**src/sv/tdma_node_slot_table_top_macros.svh**
```systemverilog
// Assertion macros shared by the node table RTL.
// Both macros sample on the rising edge of clk and are disabled while rst_n is low.
`ifndef TDMA_NODE_SLOT_TABLE_TOP_MACROS_SVH
`define TDMA_NODE_SLOT_TABLE_TOP_MACROS_SVH
`ifndef ASSERT_OFF
// The property must hold at every clock edge.
`define TDST_ASSERT(lbl, prop, msg) \
    lbl: assert property (@(posedge clk) disable iff (!rst_n) prop) else $error(msg);
// The condition must never be true at a clock edge.
`define TDST_NEVER(lbl, cond, msg) \
    lbl: assert property (@(posedge clk) disable iff (!rst_n) !(cond)) else $error(msg);
`else
`define TDST_ASSERT(lbl, prop, msg)
`define TDST_NEVER(lbl, cond, msg)
`endif
`endif

```
**src/sv/tdst_pkg.sv**
```systemverilog
`timescale 1ns / 1ps

package tdst_pkg;

    // Default sizing of the table.
    localparam int DEF_MAX_NODES = 16;
    localparam int DEF_MAX_SLOTS = 16;

    // At most this many results are produced for one tick or beacon.
    localparam int MAX_RESULTS = 16;

    // Reset value of the stale timeout, in milliseconds.
    localparam logic [31:0] DEF_STALE_TIMEOUT = 32'd30000;

    // Mask that keeps the low byte of a node id.
    localparam logic [7:0] LOW_BYTE_MASK = 8'hFF;

    // Stored slot field is wide enough for the largest slot count.
    localparam int SLOT_REC_W  = 6;
    localparam int SLOT_IDX_W  = 4;
    localparam int COUNT_OUT_W = 5;

    // Operation codes carried in the kind field.
    typedef enum logic [2:0] {
        OP_ADD    = 3'd0,
        OP_REMOVE = 3'd1,
        OP_UPDATE = 3'd2,
        OP_TICK   = 3'd3,
        OP_BEACON = 3'd4
    } op_t;

    // Sequencer states.
    typedef enum logic [2:0] {
        S_IDLE,
        S_SCAN,
        S_SLOT,
        S_FINISH,
        S_TRD,
        S_TOUT,
        S_BRD,
        S_BOUT
    } state_t;

    // One table entry as kept in the entry memory.
    typedef struct packed {
        logic [15:0]           id;
        logic [7:0]            node_type;
        logic [SLOT_REC_W-1:0] slot;
        logic [7:0]            strength;
        logic [31:0]           seen_time;
    } entry_t;

    // One result item.
    typedef struct packed {
        logic                   ok;
        logic [SLOT_IDX_W-1:0]  slot_index;
        logic                   slot_valid;
        logic [15:0]            removed_id;
        logic [7:0]             owner_low_byte;
        logic [31:0]            beacon_time;
        logic [COUNT_OUT_W-1:0] active_count;
        logic                   last;
    } result_t;

    // Flags from the shared compare unit.
    typedef struct packed {
        logic id_eq;
        logic stale;
    } cmp_t;

endpackage

```
**src/sv/tdst_cmp_unit.sv**
```systemverilog
`timescale 1ns / 1ps

module tdst_cmp_unit
    import tdst_pkg::*;
(
    input  logic [15:0] rec_id,
    input  logic [31:0] rec_seen_time,
    input  logic [15:0] key_id,
    input  logic [31:0] now_time,
    input  logic [31:0] timeout,
    output cmp_t        flags
);

    logic [31:0] age;

    // Wrapping age of the entry, compared against the timeout.
    assign age = now_time - rec_seen_time;

    assign flags.stale = (age > timeout);
    assign flags.id_eq = (rec_id == key_id);

endmodule

```
**src/sv/tdma_node_slot_table_top.sv**
```systemverilog
`timescale 1ns / 1ps
// Sequence: add, remove and update scan every entry, and a new add then searches the slots
// for a free one; tick scans and then reports each removed entry, skipping the others;
// beacon scans and then reports min(MAX_SLOTS, 16) slots in turn, each after its owner read.
// One item at a time: every entry passes in turn through one compare unit behind a
// registered memory read port, and the slot search steps one slot per cycle.
// Reset (rst_n, asynchronous, active low) empties the table and loads the 30000 ms timeout.
`include "tdma_node_slot_table_top_macros.svh"

module tdma_node_slot_table_top
    import tdst_pkg::*;
#(
    parameter int MAX_NODES = DEF_MAX_NODES,
    parameter int MAX_SLOTS = DEF_MAX_SLOTS
)
(
    input  logic                   clk,
    input  logic                   rst_n,
    // Configuration
    input  logic                   cfg_we,
    input  logic [31:0]            cfg_wdata,
    // Input channel
    input  logic                   in_valid,
    output logic                   in_ready,
    input  logic [2:0]             kind,
    input  logic [15:0]            node_id,
    input  logic [7:0]             node_type,
    input  logic signed [7:0]      signal_strength,
    input  logic [31:0]            now_ms,
    // Output channel
    output logic                   out_valid,
    input  logic                   out_ready,
    output logic                   ok,
    output logic [SLOT_IDX_W-1:0]  slot_index,
    output logic                   slot_valid,
    output logic [15:0]            removed_id,
    output logic [7:0]             owner_low_byte,
    output logic [31:0]            beacon_time,
    output logic [COUNT_OUT_W-1:0] active_count,
    output logic                   last
);

    localparam int IW = (MAX_NODES > 1) ? $clog2(MAX_NODES) : 1;
    localparam int CW = $clog2(MAX_NODES + 1);
    localparam int SW = $clog2(MAX_SLOTS);
    localparam int EW = $clog2(MAX_RESULTS);
    localparam int NB = (MAX_SLOTS < MAX_RESULTS) ? MAX_SLOTS : MAX_RESULTS;

    state_t                state_reg, state_next;

    // Control state
    logic [31:0]           stale_timeout_reg;
    logic [MAX_NODES-1:0]  active_reg;
    logic [CW-1:0]         count_reg;
    logic                  out_valid_reg;
    logic [CW-1:0]         iss_reg;
    logic                  pvld_reg;
    logic                  hit_reg;
    logic                  free_found_reg;
    logic [MAX_NODES-1:0]  gone_reg;
    logic [MAX_SLOTS-1:0]  slot_bits_reg;
    logic [SW-1:0]         sidx_reg;
    logic [EW-1:0]         ecnt_reg;

    // Item and working data
    op_t                   op_reg;
    logic [15:0]           id_reg;
    logic [7:0]            type_reg;
    logic [7:0]            strength_reg;
    logic [31:0]           now_reg;
    logic [IW-1:0]         pidx_reg;
    logic [IW-1:0]         hit_idx_reg;
    entry_t                hit_rec_reg;
    logic [IW-1:0]         free_idx_reg;
    logic [SLOT_REC_W-1:0] new_slot_reg;
    logic                  new_sv_reg;
    logic [MAX_NODES-1:0]  slot_valid_bits_reg;
    result_t               res_reg;

    // Memories
    entry_t                entry_mem_reg [MAX_NODES];
    logic [7:0]            owner_mem_reg [MAX_SLOTS];
    entry_t                rd_rec_reg;
    logic [7:0]            owner_rd_reg;

    // Combinational
    cmp_t                  cmp_flags;
    logic                  out_free;
    logic                  push;
    result_t               res_next;
    result_t               fin_res;
    result_t               tick_res;
    result_t               beacon_res;
    logic                  scan_done;
    logic                  cur_active;
    logic                  cur_sv;
    logic                  add_new;
    logic                  higher_any;
    logic                  tick_last;
    logic                  beacon_last;
    logic [SLOT_REC_W-1:0] sidx_wide;
    logic [CW-1:0]         count_inc;
    logic [CW-1:0]         count_dec;

    // Shared compare unit: id match and stale test for the entry at the read port.
    tdst_cmp_unit u_cmp (
        .rec_id        (rd_rec_reg.id),
        .rec_seen_time (rd_rec_reg.seen_time),
        .key_id        (id_reg),
        .now_time      (now_reg),
        .timeout       (stale_timeout_reg),
        .flags         (cmp_flags)
    );

    assign in_ready    = (state_reg == S_IDLE);
    assign out_valid   = out_valid_reg;
    assign out_free    = !out_valid_reg || out_ready;
    assign scan_done   = (iss_reg == CW'(MAX_NODES)) && !pvld_reg;
    assign cur_active  = active_reg[pidx_reg];
    assign cur_sv      = slot_valid_bits_reg[pidx_reg];
    assign add_new     = (op_reg == OP_ADD) && !hit_reg && free_found_reg;
    assign sidx_wide   = SLOT_REC_W'(sidx_reg);
    assign count_inc   = CW'(count_reg + 1'b1);
    assign count_dec   = CW'(count_reg - 1'b1);
    assign beacon_last = (sidx_reg == SW'(NB - 1));

    // Output fields come straight from the result register.
    assign ok             = res_reg.ok;
    assign slot_index     = res_reg.slot_index;
    assign slot_valid     = res_reg.slot_valid;
    assign removed_id     = res_reg.removed_id;
    assign owner_low_byte = res_reg.owner_low_byte;
    assign beacon_time    = res_reg.beacon_time;
    assign active_count   = res_reg.active_count;
    assign last           = res_reg.last;

    // Any removed entry beyond the one being reported ends the tick run later.
    always_comb
    begin
        higher_any = 1'b0;
        for (int i = 0; i < MAX_NODES; i++)
        begin
            if (gone_reg[i] && (CW'(i) > iss_reg))
            begin
                higher_any = 1'b1;
            end
        end
    end

    assign tick_last = (ecnt_reg == EW'(MAX_RESULTS - 1)) || !higher_any;

    // Single result of add, remove, update, or a tick that removed nothing.
    always_comb
    begin
        fin_res              = '0;
        fin_res.last         = 1'b1;
        fin_res.active_count = COUNT_OUT_W'(count_reg);
        case (op_reg)
            OP_ADD:
            begin
                if (hit_reg)
                begin
                    fin_res.ok         = 1'b1;
                    fin_res.slot_index = hit_rec_reg.slot[SLOT_IDX_W-1:0];
                    fin_res.slot_valid = slot_valid_bits_reg[hit_idx_reg];
                end
                else if (free_found_reg)
                begin
                    fin_res.ok           = 1'b1;
                    fin_res.slot_index   = new_slot_reg[SLOT_IDX_W-1:0];
                    fin_res.slot_valid   = new_sv_reg;
                    fin_res.active_count = COUNT_OUT_W'(count_inc);
                end
            end
            OP_REMOVE:
            begin
                fin_res.ok = hit_reg;
                if (hit_reg)
                begin
                    fin_res.active_count = COUNT_OUT_W'(count_dec);
                end
            end
            OP_UPDATE:
            begin
                fin_res.ok = hit_reg;
            end
            default:
            begin
                fin_res.ok = 1'b0;
            end
        endcase
    end

    // Result for one removed entry of a tick.
    always_comb
    begin
        tick_res              = '0;
        tick_res.ok           = 1'b1;
        tick_res.removed_id   = rd_rec_reg.id;
        tick_res.active_count = COUNT_OUT_W'(count_reg);
        tick_res.last         = tick_last;
    end

    // Result for one slot of a beacon.
    always_comb
    begin
        beacon_res                = '0;
        beacon_res.ok             = 1'b1;
        beacon_res.slot_index     = sidx_wide[SLOT_IDX_W-1:0];
        beacon_res.slot_valid     = slot_bits_reg[sidx_reg];
        beacon_res.owner_low_byte = slot_bits_reg[sidx_reg] ?
                                    (owner_rd_reg & LOW_BYTE_MASK) : 8'd0;
        beacon_res.beacon_time    = now_reg;
        beacon_res.active_count   = COUNT_OUT_W'(count_reg);
        beacon_res.last           = beacon_last;
    end

    // State register.
    always_ff @(posedge clk or negedge rst_n)
    begin
        if (!rst_n)
        begin
            state_reg <= S_IDLE;
        end
        else
        begin
            state_reg <= state_next;
        end
    end

    // Next state and result transfer into the output register.
    always_comb
    begin
        state_next = state_reg;
        push       = 1'b0;
        res_next   = fin_res;
        unique case (state_reg)
            S_IDLE:
            begin
                if (in_valid)
                begin
                    unique case (kind) inside
                        OP_ADD, OP_REMOVE, OP_UPDATE, OP_TICK, OP_BEACON:
                        begin
                            state_next = S_SCAN;
                        end
                        default:
                        begin
                            state_next = S_IDLE;
                        end
                    endcase
                end
            end
            S_SCAN:
            begin
                if (scan_done)
                begin
                    unique case (op_reg)
                        OP_ADD:
                        begin
                            state_next = (hit_reg || !free_found_reg) ? S_FINISH : S_SLOT;
                        end
                        OP_TICK:
                        begin
                            state_next = (gone_reg == '0) ? S_FINISH : S_TRD;
                        end
                        OP_BEACON:
                        begin
                            state_next = S_BRD;
                        end
                        default:
                        begin
                            state_next = S_FINISH;
                        end
                    endcase
                end
            end
            S_SLOT:
            begin
                if (!slot_bits_reg[sidx_reg] || (sidx_reg == SW'(MAX_SLOTS - 1)))
                begin
                    state_next = S_FINISH;
                end
            end
            S_FINISH:
            begin
                if (out_free)
                begin
                    push       = 1'b1;
                    state_next = S_IDLE;
                end
            end
            S_TRD:
            begin
                if (gone_reg[iss_reg[IW-1:0]])
                begin
                    state_next = S_TOUT;
                end
            end
            S_TOUT:
            begin
                res_next = tick_res;
                if (out_free)
                begin
                    push       = 1'b1;
                    state_next = tick_last ? S_IDLE : S_TRD;
                end
            end
            S_BRD:
            begin
                state_next = S_BOUT;
            end
            S_BOUT:
            begin
                res_next = beacon_res;
                if (out_free)
                begin
                    push       = 1'b1;
                    state_next = beacon_last ? S_IDLE : S_BRD;
                end
            end
            default:
            begin
                state_next = S_IDLE;
            end
        endcase
    end

    // Control registers: table occupancy, counters and scan flags.
    always_ff @(posedge clk or negedge rst_n)
    begin
        if (!rst_n)
        begin
            stale_timeout_reg <= DEF_STALE_TIMEOUT;
            active_reg        <= '0;
            count_reg         <= '0;
            out_valid_reg     <= 1'b0;
            iss_reg           <= '0;
            pvld_reg          <= 1'b0;
            hit_reg           <= 1'b0;
            free_found_reg    <= 1'b0;
            gone_reg          <= '0;
            slot_bits_reg     <= '0;
            sidx_reg          <= '0;
            ecnt_reg          <= '0;
        end
        else
        begin
            if (cfg_we)
            begin
                stale_timeout_reg <= cfg_wdata;
            end

            if (push)
            begin
                out_valid_reg <= 1'b1;
            end
            else if (out_ready)
            begin
                out_valid_reg <= 1'b0;
            end

            case (state_reg)
                S_IDLE:
                begin
                    if (in_valid)
                    begin
                        iss_reg        <= '0;
                        pvld_reg       <= 1'b0;
                        hit_reg        <= 1'b0;
                        free_found_reg <= 1'b0;
                        gone_reg       <= '0;
                        slot_bits_reg  <= '0;
                    end
                end
                S_SCAN:
                begin
                    // Issue one entry read per cycle, evaluate it the cycle after.
                    if (iss_reg != CW'(MAX_NODES))
                    begin
                        iss_reg  <= CW'(iss_reg + 1'b1);
                        pvld_reg <= 1'b1;
                    end
                    else
                    begin
                        pvld_reg <= 1'b0;
                    end

                    if (pvld_reg)
                    begin
                        case (op_reg)
                            OP_ADD:
                            begin
                                if (cur_active && cmp_flags.id_eq)
                                begin
                                    hit_reg <= 1'b1;
                                end
                                if (!cur_active)
                                begin
                                    free_found_reg <= 1'b1;
                                end
                                if (cur_active && cur_sv)
                                begin
                                    slot_bits_reg[rd_rec_reg.slot[SW-1:0]] <= 1'b1;
                                end
                            end
                            OP_REMOVE, OP_UPDATE:
                            begin
                                if (cur_active && cmp_flags.id_eq)
                                begin
                                    hit_reg <= 1'b1;
                                end
                            end
                            OP_TICK:
                            begin
                                if (cur_active && cmp_flags.stale)
                                begin
                                    active_reg[pidx_reg] <= 1'b0;
                                    gone_reg[pidx_reg]   <= 1'b1;
                                    count_reg            <= count_dec;
                                end
                            end
                            OP_BEACON:
                            begin
                                if (cur_active && cur_sv)
                                begin
                                    slot_bits_reg[rd_rec_reg.slot[SW-1:0]] <= 1'b1;
                                end
                            end
                            default:
                            begin
                            end
                        endcase
                    end

                    // Set up the follow-on phase.
                    if (scan_done)
                    begin
                        iss_reg  <= '0;
                        ecnt_reg <= '0;
                        sidx_reg <= (op_reg == OP_BEACON) ? SW'(0) : SW'(1);
                    end
                end
                S_SLOT:
                begin
                    if (slot_bits_reg[sidx_reg] && (sidx_reg != SW'(MAX_SLOTS - 1)))
                    begin
                        sidx_reg <= SW'(sidx_reg + 1'b1);
                    end
                end
                S_FINISH:
                begin
                    if (push)
                    begin
                        if (add_new)
                        begin
                            active_reg[free_idx_reg] <= 1'b1;
                            count_reg                <= count_inc;
                        end
                        else if ((op_reg == OP_REMOVE) && hit_reg)
                        begin
                            active_reg[hit_idx_reg] <= 1'b0;
                            count_reg               <= count_dec;
                        end
                    end
                end
                S_TRD:
                begin
                    if (!gone_reg[iss_reg[IW-1:0]])
                    begin
                        iss_reg <= CW'(iss_reg + 1'b1);
                    end
                end
                S_TOUT:
                begin
                    if (push && !tick_last)
                    begin
                        ecnt_reg <= EW'(ecnt_reg + 1'b1);
                        iss_reg  <= CW'(iss_reg + 1'b1);
                    end
                end
                S_BOUT:
                begin
                    if (push && !beacon_last)
                    begin
                        sidx_reg <= SW'(sidx_reg + 1'b1);
                    end
                end
                default:
                begin
                end
            endcase
        end
    end

    // Working data, memories and the result register.
    always_ff @(posedge clk)
    begin
        rd_rec_reg   <= entry_mem_reg[iss_reg[IW-1:0]];
        owner_rd_reg <= owner_mem_reg[sidx_reg];

        if (push)
        begin
            res_reg <= res_next;
        end

        case (state_reg)
            S_IDLE:
            begin
                if (in_valid)
                begin
                    op_reg       <= op_t'(kind);
                    id_reg       <= node_id;
                    type_reg     <= node_type;
                    strength_reg <= $unsigned(signal_strength);
                    now_reg      <= now_ms;
                end
            end
            S_SCAN:
            begin
                if (iss_reg != CW'(MAX_NODES))
                begin
                    pidx_reg <= iss_reg[IW-1:0];
                end
                if (pvld_reg)
                begin
                    // Lowest matching entry and lowest free entry.
                    if (cur_active && cmp_flags.id_eq && !hit_reg)
                    begin
                        hit_idx_reg <= pidx_reg;
                        hit_rec_reg <= rd_rec_reg;
                    end
                    if (!cur_active && !free_found_reg)
                    begin
                        free_idx_reg <= pidx_reg;
                    end
                    // Later entries overwrite, so the highest index owns a shared slot.
                    if ((op_reg == OP_BEACON) && cur_active && cur_sv)
                    begin
                        owner_mem_reg[rd_rec_reg.slot[SW-1:0]] <= rd_rec_reg.id[7:0];
                    end
                end
            end
            S_SLOT:
            begin
                new_sv_reg   <= !slot_bits_reg[sidx_reg];
                new_slot_reg <= slot_bits_reg[sidx_reg] ? '0 : sidx_wide;
            end
            S_FINISH:
            begin
                if (push)
                begin
                    if (add_new)
                    begin
                        entry_mem_reg[free_idx_reg]       <= '{id:        id_reg,
                                                               node_type: type_reg,
                                                               slot:      new_slot_reg,
                                                               strength:  8'd0,
                                                               seen_time: now_reg};
                        slot_valid_bits_reg[free_idx_reg] <= new_sv_reg;
                    end
                    else if ((op_reg == OP_UPDATE) && hit_reg)
                    begin
                        entry_mem_reg[hit_idx_reg] <= '{id:        hit_rec_reg.id,
                                                         node_type: hit_rec_reg.node_type,
                                                         slot:      hit_rec_reg.slot,
                                                         strength:  strength_reg,
                                                         seen_time: now_reg};
                    end
                end
            end
            default:
            begin
            end
        endcase
    end

    // Checks on the sequencer and table bookkeeping.
    `TDST_ASSERT(a_count_matches_active, $countones(active_reg) == int'(count_reg), "active count out of step with entries")
    `TDST_ASSERT(a_accept_starts_scan, (in_valid && in_ready && (kind <= OP_BEACON)) |=> (state_reg == S_SCAN), "known operation did not start a scan")
    `TDST_NEVER(a_slot_search_skips_beacon, (state_reg == S_SLOT) && (sidx_reg == '0), "slot search reached the beacon slot")
    `TDST_NEVER(a_tick_emit_has_removal, ((state_reg == S_TRD) || (state_reg == S_TOUT)) && (gone_reg == '0), "tick report with no removed entry")
    `TDST_NEVER(a_no_result_overwrite, push && out_valid_reg && !out_ready, "result overwrote a pending transfer")

endmodule
```
**config.mk**
```make
export PLATFORM = sky130hd
export DESIGN_NAME = tdma_node_slot_table_top
export DESIGN_NICKNAME = d
export VERILOG_FILES = /design/src/sv/tdst_pkg.sv /design/src/sv/tdst_cmp_unit.sv /design/src/sv/tdma_node_slot_table_top.sv
export VERILOG_INCLUDE_DIRS = /design/src /design/src/sv
export SDC_FILE = /design/constraint.sdc
export NUM_CORES = 1
export LEC_CHECK = 0
export BUFFER_PORTS_ARGS = -buffer_cell sky130_fd_sc_hd__buf_2
export CORE_MARGIN = 1
export CORE_UTILIZATION = 30
export DETAILED_ROUTE_END_ITERATION = 8
export HOLD_SLACK_MARGIN = 0.03
export SLEW_MARGIN = 40
export SYNTH_ARGS = -nofsm -noshare
export SYNTH_HDL_FRONTEND = slang
export SYNTH_SLANG_ARGS = --single-unit
```
**constraint.sdc**
```tcl
create_clock -name clk -period 7.11 [get_ports clk]
set_input_delay 0.711 -clock clk [delete_from_list [all_inputs] [get_ports clk]]
set_output_delay 0.711 -clock clk [all_outputs]
set_load 0.01 [all_outputs]
```
==> results.tsv, run 1 <==
metric	value	unit
share of post-route cells with drive strength above 1	25.96	%
Overflow after GRT	0	
top post-synthesis cells by count	edfxtp_1, mux4_2, nor2_1, nand2_1, o21ai_0	
measured slew at the worst slew-check pin	0.8719	ns
Final #Nets	3271	
Post-Syn Area	52220	um^2
number of global-route vias before repair	27750	
switching share of power	29.30	%
Comb pwr share	20.4	%
Final Cycle Share	83.31	%
CP Capture Type	register	
Post-Synthesis Cells	2852	
relative slew slack	41.73	%
largest net degree at the start of global routing	112	
final setup fails	0	
IO Port Bufs	157	
Post-Route WL	130600	um
clk_lat worst skew	0.78	ns
Syn. warnings	0	
Largest register FFs	832	
post-CTS setup buffer count	0	
Clock Tree Buf Depth	3	
row cnt	152	
Setup Skew	0.03559	ns
Antenna Nets Post-Route	0	
Tmin final	5.923	ns
Area Growth Syn to Fin	16.89	%
sw power	6.285	mW
Reg power frac	45.5	%
sequential-to-total area share from yosys stat	72.45	%
initial DRC count	2207	
ys async rst share	8.096	%
Peak Freq	0.1688	GHz
unrepaired setup endpoints after global routing	no	
dpl hpwl	79780	um
#FFs+latches synth	1297	
CTS H-tree lvls	4	
Critical Path RT	7.83	ns
via/cell ratio	4.923	
Die H	419.2	um
Die X	419.2	um
Leak	20.27	nW
Inserted Clock Buffers	141	
Worst Reg2Reg Path Length in Cells	22	
Int Power	15.16	mW
power density over the cells	351.4	nW/um^2
Yosys top cell by area	edfxtp_1	
CTS Root Cell	clkbuf_16	
CTS tree	built	
DR WL/cell	23.63	um
Final Hold Viols	0	
global-route wire length before repair	190600	um
Hold Path Stages	1	
number of synthesized flops with an enable pin	1132	
post_cts resized	0	
Fillers	16140	
core area	172300	um^2
crit-path max FO	18	
post-synth top area share	65.10	%
synth top area cells	edfxtp_1, mux4_2, dfrtp_1, dfxtp_1, ha_1	
CTS sink count	1297	
status	finished, final reports clean	
Clock Pin Slew Worst Setup and Hold Paths	0.06	ns
residual DRC count	0	
Die ar.	175700	um^2
CP arrival	6.64	ns
Starting Density	30.31	%
critical path class	register to register	
Max Slew Vio Count	0	
I/O pin count	174	
syn nets	3027	
pre-CTS WS	1.204	ns
startpoint types	register	
post-synth cell types	73	
max_cap viols	0	
Pre-Repair DR Iteration Count	7	
clock share of power	34.1	%
final setup TNS	0	ns
count leader, synth	edfxtp_1	
routability congestion estimate	0.8421	
syn avg cell area	18.31	um^2
Worst Setup Slack, final	1.187	ns
Tot GR Track Use	14.91	%
Post-synth top flop	edfxtp_1	
cts hold-fix bufs	1	
worst hold-check path type	primary input to register	
initial antenna violation count	9	
Vias	27200	
Max VDD drop	0.0002776	V
[layout by cell type (no fill, tap or decap), types with 58 or more instances in the layout]
| master | synthesis | layout |
|---|---|---|
| clkbuf_16 | 0 | 143 |
| nand2_1 | 128 | 128 |
| mux4_2 | 299 | 299 |
| dfxtp_1 | 60 | 58 |
| buf_2 | 28 | 160 |
| edfxtp_1 | 1132 | 1132 |
| ha_1 | 70 | 70 |
| a21oi_1 | 64 | 63 |
| o21ai_0 | 106 | 106 |
| nor2_1 | 138 | 113 |
| dfrtp_1 | 98 | 93 |
| inv_1 | 84 | 82 |
[final timing paths]
| check | from | endpoint | slack, ns |
|---|---|---|---|
| worst max-delay path | now_reg[0] | gone_reg[8] | 1.19 |
| worst min-delay path | now_ms[29] | now_reg[29] | 0.11 |
| worst max register to register | now_reg[0] | gone_reg[8] | 1.19 |
| worst min register to register | rd_rec_reg[69] | hit_rec_reg[69] | 0.47 |
| max in group asynchronous | rst_n | iss_reg[0] | 5.35 |
| min in group asynchronous | rst_n | stale_timeout_reg[6] | 0.56 |
[power by group through the flow]
stage	registers (mW)	logic [mW]	clock network, mW
floorplan	9.60	3.14	0
global placement	9.91	4.34	0
detailed placement	9.93	4.39	0
CTS	9.78	4.41	7.47
global route	9.84	4.80	7.75
finish	9.76	4.37	7.32
[worst max-delay path, cell delays in order, from the launching register on]
cell	delay, ns
edfxtp_1	0.61
inv_1	0.13
ha_1	0.18
inv_1	0.06
fa_1	0.42
a211o_1	0.28
o211ai_1	0.14
a21oi_1	0.16
o41ai_2	0.23
buf_4	0.22
o2111ai_1	0.22
a31o_2	0.29
a21oi_1	0.17
xnor2_1	0.09
ha_1	0.28
nand4_1	0.14
nor2_1	0.33
nand4_1	0.38
a31o_2	0.37
a311oi_1	0.55
nand3b_1	0.27
nor3_1	0.19
o21a_1	0.13
[routing by layer]
metal | GRT usage (%) | up-vias | share of wire, %
li1 | - | 11930 | -
met1 | 19.19 | 14250 | 41
met2 | 25.00 | 814 | 50
met3 | 2.915 | 195 | 5.5
met4 | 5.221 | 12 | 3.2
met5 | 0 | - | 0.049
[final cells by class]
type | instances | area [um^2] | share of cell area (%)
Sequential cell | 1297 | 37850 | 62.00
Multi-Input combinational cell | 1342 | 13750 | 22.53
Clock buffer | 187 | 3814 | 6.248
Tap cell | 2310 | 2890 | 4.735
Timing Repair Buffer | 228 | 1578 | 2.585
Clock inverter | 73 | 825.8 | 1.353
Inverter | 86 | 330.3 | 0.5412
Antenna cell | 2 | 5.005 | 0.008199
[metrics by stage]
step                      cells  hold slack, ns  power, mW  instance area (um^2)  util, %
after global routing       5523         0.04748      22.40                 61030    35.42
final                      5525          0.1073      21.45                 61040    35.43
after global placement     5247          0.4594      14.25                 55980    32.49
after floorplan            2852          0.4064      12.75                 52220        -
after detailed placement   5261          0.4560      14.32                 56330    32.69
after CTS                  5522         0.03630      21.66                 60980    35.39
[cell families after synthesis]
kind of cell	synth area share (%)
AO/OA/AOI/OAI	4.277
AND/OR/NAND/NOR	4.701
flip-flops	72.45
buffers and inverters	1.627
multiplexers	14.40
adder cells (fa/ha/maj)	1.716
XOR/XNOR	0.8386
Power figures use the tool's default switching activity.
==> run 2, diff against run 1 <==
clock period = 4.9 ns   (was 7.11 ns; I/O delays follow)
==> run 2 against run 1 <==
Compared with the run above: non-clock buffer count rose by 145; die area unchanged; cell area rose by 1.9%.
==> results.tsv, run 2 (same netlist as run 1, synthesis figures left out) <==
metric	value	unit	change
final setup TNS	0	ns	unchanged
Clock Pin Slew Worst Setup and Hold Paths	0.06	ns	about the same
Post-Route WL	134000	um	was 130600 um
final setup fails	0		unchanged
power density over the cells	498.6	nW/um^2	was 351.4 nW/um^2
CTS sink count	1297		unchanged
Inserted Clock Buffers	133		was 141
Detail Route met2 WL	67670	um	was 65150 um
Worst Min Path Start	cfg_wdata[26]		was now_ms[29]
Max Slew Vio Count	0		unchanged
Die H	419.2	um	unchanged
max_cap viols	0		unchanged
routability congestion estimate	0.8633		was 0.8421
CTS Root Cell	clkbuf_16		unchanged
startpoint types	register		unchanged
CTS tree	built		unchanged
Largest register FFs	832		unchanged
via/cell ratio	4.920		was 4.923
clk_lat worst skew	0.77	ns	was 0.78 ns
Final #Nets	3408		was 3271
Die ar.	175700	um^2	unchanged
relative slew slack	44.63	%	was 41.73%
Antenna Nets Post-Route	0		unchanged
CTS H-tree lvls	4		unchanged
reg-to-reg setup timing slack	0.06	ns	was 1.19 ns
Layout Cells excl Fill	5656		was 5525
met3 wire len	7010	um	was 7138 um
Setup Skew	0.03754	ns	was 0.03559 ns
crit-path max FO	4		was 18
M1 wire length	55590	um	was 54080 um
Max VDD drop	0.0002793	V	was 0.0002776 V
Critical Path RT	5.53	ns	was 7.83 ns
reg2reg start	now_reg[1]		was now_reg[0]
most frequent cells in the layout	edfxtp_1, mux4_2, buf_2		unchanged
CP arrival	5.47	ns	was 6.64 ns
I/O pin count	174		unchanged
Worst Reg2Reg Path Length in Cells	18		was 22
Area Growth Syn to Fin	19.07	%	was 16.89%
Fillers	16030		was 16140
residual DRC count	0		unchanged
Crit-path slowest cell	or4_1		was edfxtp_1
CP max stage delay	0.44	ns	was 0.61 ns
measured slew at the worst slew-check pin	0.8285	ns	was 0.8719 ns
Starting Density	30.31	%	unchanged
row cnt	152		unchanged
DR WL/cell	23.69	um	was 23.63 um
Pre-Repair DR Iteration Count	5		was 7
Leak	20.75	nW	was 20.27 nW
core area	172300	um^2	unchanged
leading cell type in the layout, fill and taps excluded	edfxtp_1		unchanged
worst hold-check path type	primary input to register		unchanged
total chip power	31.00	mW	was 21.45 mW
dpl hpwl	79860	um	was 79780 um
CP Capture Type	register		unchanged
top layer in use	met4		was met5
share of post-route cells with drive strength above 1	27.06	%	was 25.96%
number of global-route vias before repair	27980		was 27750
Tmin final	4.841	ns	was 5.923 ns
Hold EP	stale_timeout_reg[26]		was now_reg[29]
initial antenna violation count	8		was 9
Overflow after GRT	0		unchanged
Vias	27830		was 27200
IO Port Bufs	157		unchanged
Final Cycle Share	98.79	%	was 83.31%
critical path class	register to register		unchanged
Die X	419.2	um	unchanged
placed cell count	5314		was 5261
global-route wire length before repair	194200	um	was 190600 um
CP cell instances	ha_1, nor2b_1, o31a_1, o311a_1, o311a_4, o41ai_4, a31oi_1, or4_1, nand3_2, ha_1, nand4_1, nor2_2, nand4_1, a31o_4, a31oi_4, o21ba_4, clkbuf_16, mux2_4		was inv_1, ha_1, inv_1, fa_1, a211o_1, o211ai_1, a21oi_1, o41ai_2, buf_4, o2111ai_1, a31o_2, a21oi_1, xnor2_1, ha_1, nand4_1, nor2_1, nand4_1, a31o_2, a311oi_1, nand3b_1, nor3_1, o21a_1
Tot GR Track Use	15.19	%	was 14.91%
reg-to-reg endpoint	active_reg[8]		was gone_reg[8]
Peak Freq	0.2066	GHz	was 0.1688 GHz
Clock Tree Buf Depth	3		unchanged
largest net degree at the start of global routing	82		was 112
unrepaired setup endpoints after global routing	yes		was no
status	finished, final reports clean		unchanged
Final Hold Viols	0		unchanged
initial DRC count	2439		was 2207
Hold Path Stages	3		was 1
## run 2: worst max path at each step
stage                 start             endpoint  slack [ns]  cells after the start
2_1_floorplan  state_reg[2]  entry_mem_reg[2][0]       -0.66                      6
3_3_place_gp     now_reg[0]         count_reg[3]       -0.17                     23
3_5_place_dp     now_reg[0]         count_reg[3]       -0.18                     23
4_1_cts          now_reg[0]        active_reg[3]        0.01                     25
5_1_grt          now_reg[1]        active_reg[8]       -0.08                     18
6_report         now_reg[1]        active_reg[8]        0.06                     18
## run 2: per-layer routing
| metal | vias to the layer above | track usage (%) |
|---|---|---|
| met5 | - | 0 |
| met4 | 0 | 5.072 |
| met3 | 187 | 2.347 |
| met2 | 849 | 25.76 |
| met1 | 14610 | 19.79 |
| li1 | 12180 | - |
## run 2: cell type report
class	count	area [um^2]	share of cell area, %
clock buffers	173	3582	5.761
clock inverters	70	660.6	1.062
diodes	5	12.51	0.02012
multi-input cells	1342	13930	22.40
flip-flops and latches	1297	37850	60.87
repair buffers	373	2929	4.711
inverters	86	332.8	0.5353
well taps	2310	2890	4.648
## run 2: power by group
group,leakage [nW],internal (mW),switching [mW]
Clock,2.07,5.67,4.25
Sequential,12.1,13.2,0.687
Combinational,6.60,3.08,4.13
## run 2: repair_timing
item                                   CTS  global route
endpoints found under the hold margin  117             0
hold buffers                            84             0
buffers inserted                         6             4
gates resized for setup                 15            29
setup endpoints to repair               33            37
pin swaps                               13            20
cloned                                   1             1
## run 2: critical path, delay by kind of cell, from the launching register on
family          cells  cell delay, ns
compound gates      8            2.14
buf+inv             1            0.18
flops               1            0.41
fa+ha+maj           2            0.43
simple gates        6            1.27
mux                 1            0.29
## run 2: metrics by stage
stage	utilization (%)	area, um^2	setup WS (ns)	hold WS, ns
floorplan	-	52220	-0.6565	0.1944
global placement	32.84	56590	-0.1731	0.4549
detailed placement	32.92	56720	-0.1832	0.4659
CTS	35.95	61940	0.01170	0.03124
global route	36.09	62180	-0.08053	0.05209
finish	36.09	62180	0.05938	0.07825
==> run 3, diff against run 2 <==
BUFFER_PORTS_ARGS = not set   (was -buffer_cell sky130_fd_sc_hd__buf_2)
CORE_UTILIZATION = 50   (was 30)
DONT_BUFFER_PORTS = 1   (was not set)
PLACE_DENSITY = 0.68   (was not set)
==> run 3 against run 2 <==
Compared with the run above: fmax fell by 3.3%; global-route usage grew 8.2 points; setup slack got worse by 0.17 ns; power up 1.0%; utilization rose by 23 points; critical path type unchanged; the flow now finishes with violations (setup timing); sequential power barely moved; clock skew down 0.0079 ns; critical endpoint is now active_reg[10]; die area shrank 40%.
==> results.tsv, run 3 (same netlist as run 1, synthesis figures left out) <==
metric	value	unit	change
status	finished with violations		was finished, final reports clean
failing checks	setup timing		
final setup fails	27		was 0
routability congestion estimate	0.9016		was 0.8633
max_cap viols	0		unchanged
Clock Tree Buf Depth	3		unchanged
core area	103500	um^2	was 172300 um^2
Tot GR Track Use	23.43	%	was 15.19%
Final Hold Viols	0		unchanged
global-route wire length before repair	183300	um	was 194200 um
Max VDD drop	0.0003207	V	was 0.0002793 V
CP cell instances	ha_1, nor2b_1, o31a_1, o311a_4, o311a_4, o41ai_4, a31oi_1, or4_1, nand3_1, ha_1, nand4_1, nor2_2, nand4_1, buf_4, o211ai_2, a31oi_1, buf_4, o21ba_4, buf_12, mux2_4		was ha_1, nor2b_1, o31a_1, o311a_1, o311a_4, o41ai_4, a31oi_1, or4_1, nand3_2, ha_1, nand4_1, nor2_2, nand4_1, a31o_4, a31oi_4, o21ba_4, clkbuf_16, mux2_4
Die H	325.2	um	was 419.2 um
number of diodes	0		was 5
Inserted Clock Buffers	133		unchanged
initial DRC count	2753		was 2439
worst hold-check path type	primary input to register		unchanged
via/cell ratio	6.048		was 4.920
Pre-Repair DR Iteration Count	7		was 5
Critical Path RT	5.50	ns	was 5.53 ns
measured slew at the worst slew-check pin	0.8445	ns	was 0.8285 ns
dpl hpwl	70740	um	was 79860 um
largest net degree at the start of global routing	106		was 82
power density over the cells	516.4	nW/um^2	was 498.6 nW/um^2
Final #Nets	3250		was 3408
Peak Freq	0.1998	GHz	was 0.2066 GHz
startpoint types	register		unchanged
Setup Skew	0.02963	ns	was 0.03754 ns
Vias	27600		was 27830
number of global-route vias before repair	28600		was 27980
unrepaired setup endpoints after global routing	yes		unchanged
Area Growth Syn to Fin	16.16	%	was 19.07%
CP arrival	5.61	ns	was 5.47 ns
Max Slew Vio Count	0		unchanged
CTS H-tree lvls	4		unchanged
Clock Pin Slew Worst Setup and Hold Paths	0.06	ns	about the same
residual DRC count	0		unchanged
IO Port Bufs	0		was 157
share of post-route cells with drive strength above 1	23.75	%	was 27.06%
CTS sink count	1297		unchanged
most frequent cells in the layout	edfxtp_1, mux4_2, clkbuf_16		was edfxtp_1, mux4_2, buf_2
crit-path max FO	8		was 4
placed cell count	4213		was 5314
Leak	20.30	nW	was 20.75 nW
Starting Density	50.45	%	was 30.31%
Overflow after GRT	0		unchanged
relative slew slack	43.49	%	was 44.63%
Design Area, Final	60660	um^2	was 62180 um^2
Die X	325.2	um	was 419.2 um
Worst Setup Slack, final	-0.1061	ns	was 0.05938 ns
Largest register FFs	832		unchanged
CTS tree	built		unchanged
Die ar.	105700	um^2	was 175700 um^2
Crit-path slowest cell	edfxtp_1		was or4_1
initial antenna violation count	2		was 8
Antenna Nets Post-Route	0		unchanged
CTS Root Cell	clkbuf_16		unchanged
DR WL/cell	26.91	um	was 23.69 um
CP max stage delay	0.44	ns	about the same
Final Cycle Share	102.2	%	was 98.79%
leading cell type in the layout, fill and taps excluded	edfxtp_1		unchanged
Post-Route WL	122800	um	was 134000 um
placed inst area	54790	um^2	was 56720 um^2
Layout Cells excl Fill	4563		was 5656
Tmin final	5.006	ns	was 4.841 ns
row cnt	118		was 152
I/O pin count	174		unchanged
critical path class	register to register		unchanged
clk_lat worst skew	0.74	ns	was 0.77 ns
CP Capture Type	register		unchanged
==> run 3: cell count changes in the layout (fill, tap and decap cells not counted), moves of 4 or more <==
cell       delta
buf_2       -156
buf_4        -13
bufinv_16    +11
buf_12       +10
clkinv_2      -9
clkbuf_1      +5
diode_2       -5
clkinv_1      -4
==> run 3: final cells by class <==
class                   count  area (um^2)
fillers                  7487        42840
well taps                1380         1727
clock inverters            63        892.1
multi-input cells        1342        13950
repair buffers            215         2283
flip-flops and latches   1297        37850
inverters                  86        330.3
clock buffers             180         3628
==> run 3: routing by layer <==
metal / GRT usage [%] / up-vias / routed length (um)
met2: 39.35 / 988 / 62480
met3: 3.378 / 181 / 6917
li1: - / 11870 / -
met5: 0 / - / 11
met1: 31.91 / 14550 / 50700
met4: 7.024 / 2 / 2672
==> run 3: worst max-delay path, delay by kind of cell (launching register included) <==
family / cells / cell delay, ns
AOI/OAI and AO/OA: 8 / 1.90
and+or+nand+nor: 6 / 1.24
buffers and inverters: 3 / 0.56
DFF: 1 / 0.44
adders and majority gates: 2 / 0.44
muxes: 1 / 0.30
==> run 3: worst paths after layout <==
check	startpoint	endpoint	slack, ns	depth (start not counted)
setup reg to reg	now_reg[1]	active_reg[10]	-0.11	20
hold / removal	cfg_we	stale_timeout_reg[27]	0.13	2
setup / recovery	now_reg[1]	active_reg[10]	-0.11	20
max in group asynchronous	rst_n	iss_reg[0]	4.03	2
min in group asynchronous	rst_n	active_reg[4]	0.36	2
hold reg to reg	active_reg[12]	active_reg[12]	0.49	1
==> run 3: per-stage QoR <==
stage	hold WS [ns]	setup WS, ns	TNS (ns)	power, mW	utilization (%)
detailed placement	0.1999	-0.4470	-12.34	20.71	52.94
CTS	0.06974	-0.1422	-2.603	31.39	58.44
global route	0.1347	-0.2714	-7.835	32.50	58.61
global placement	0.1992	-0.3534	-9.807	20.45	52.77
finish	0.1346	-0.1061	-1.782	31.32	58.61
floorplan	0.1944	-0.6565	-230.62	18.50	-
==> run 3: report_power, final <==
part / total [mW] / internal [mW] / switching [mW]
sequential: 14.2 / 13.2 / 0.976
clock: 10.5 / 6.28 / 4.18
combinational: 6.68 / 2.97 / 3.72
==> run 3: repair_timing <==
| item | 4_1_cts | 5_1_grt |
|---|---|---|
| pin swaps | 26 | 19 |
| setup endpoints to repair | 37 | 37 |
| resized for setup | 42 | 16 |
| gates cloned | 1 | 0 |
| hold endpoints to repair | 190 | 0 |
| hold buffers | 87 | 0 |
| setup buffers | 9 | 11 |
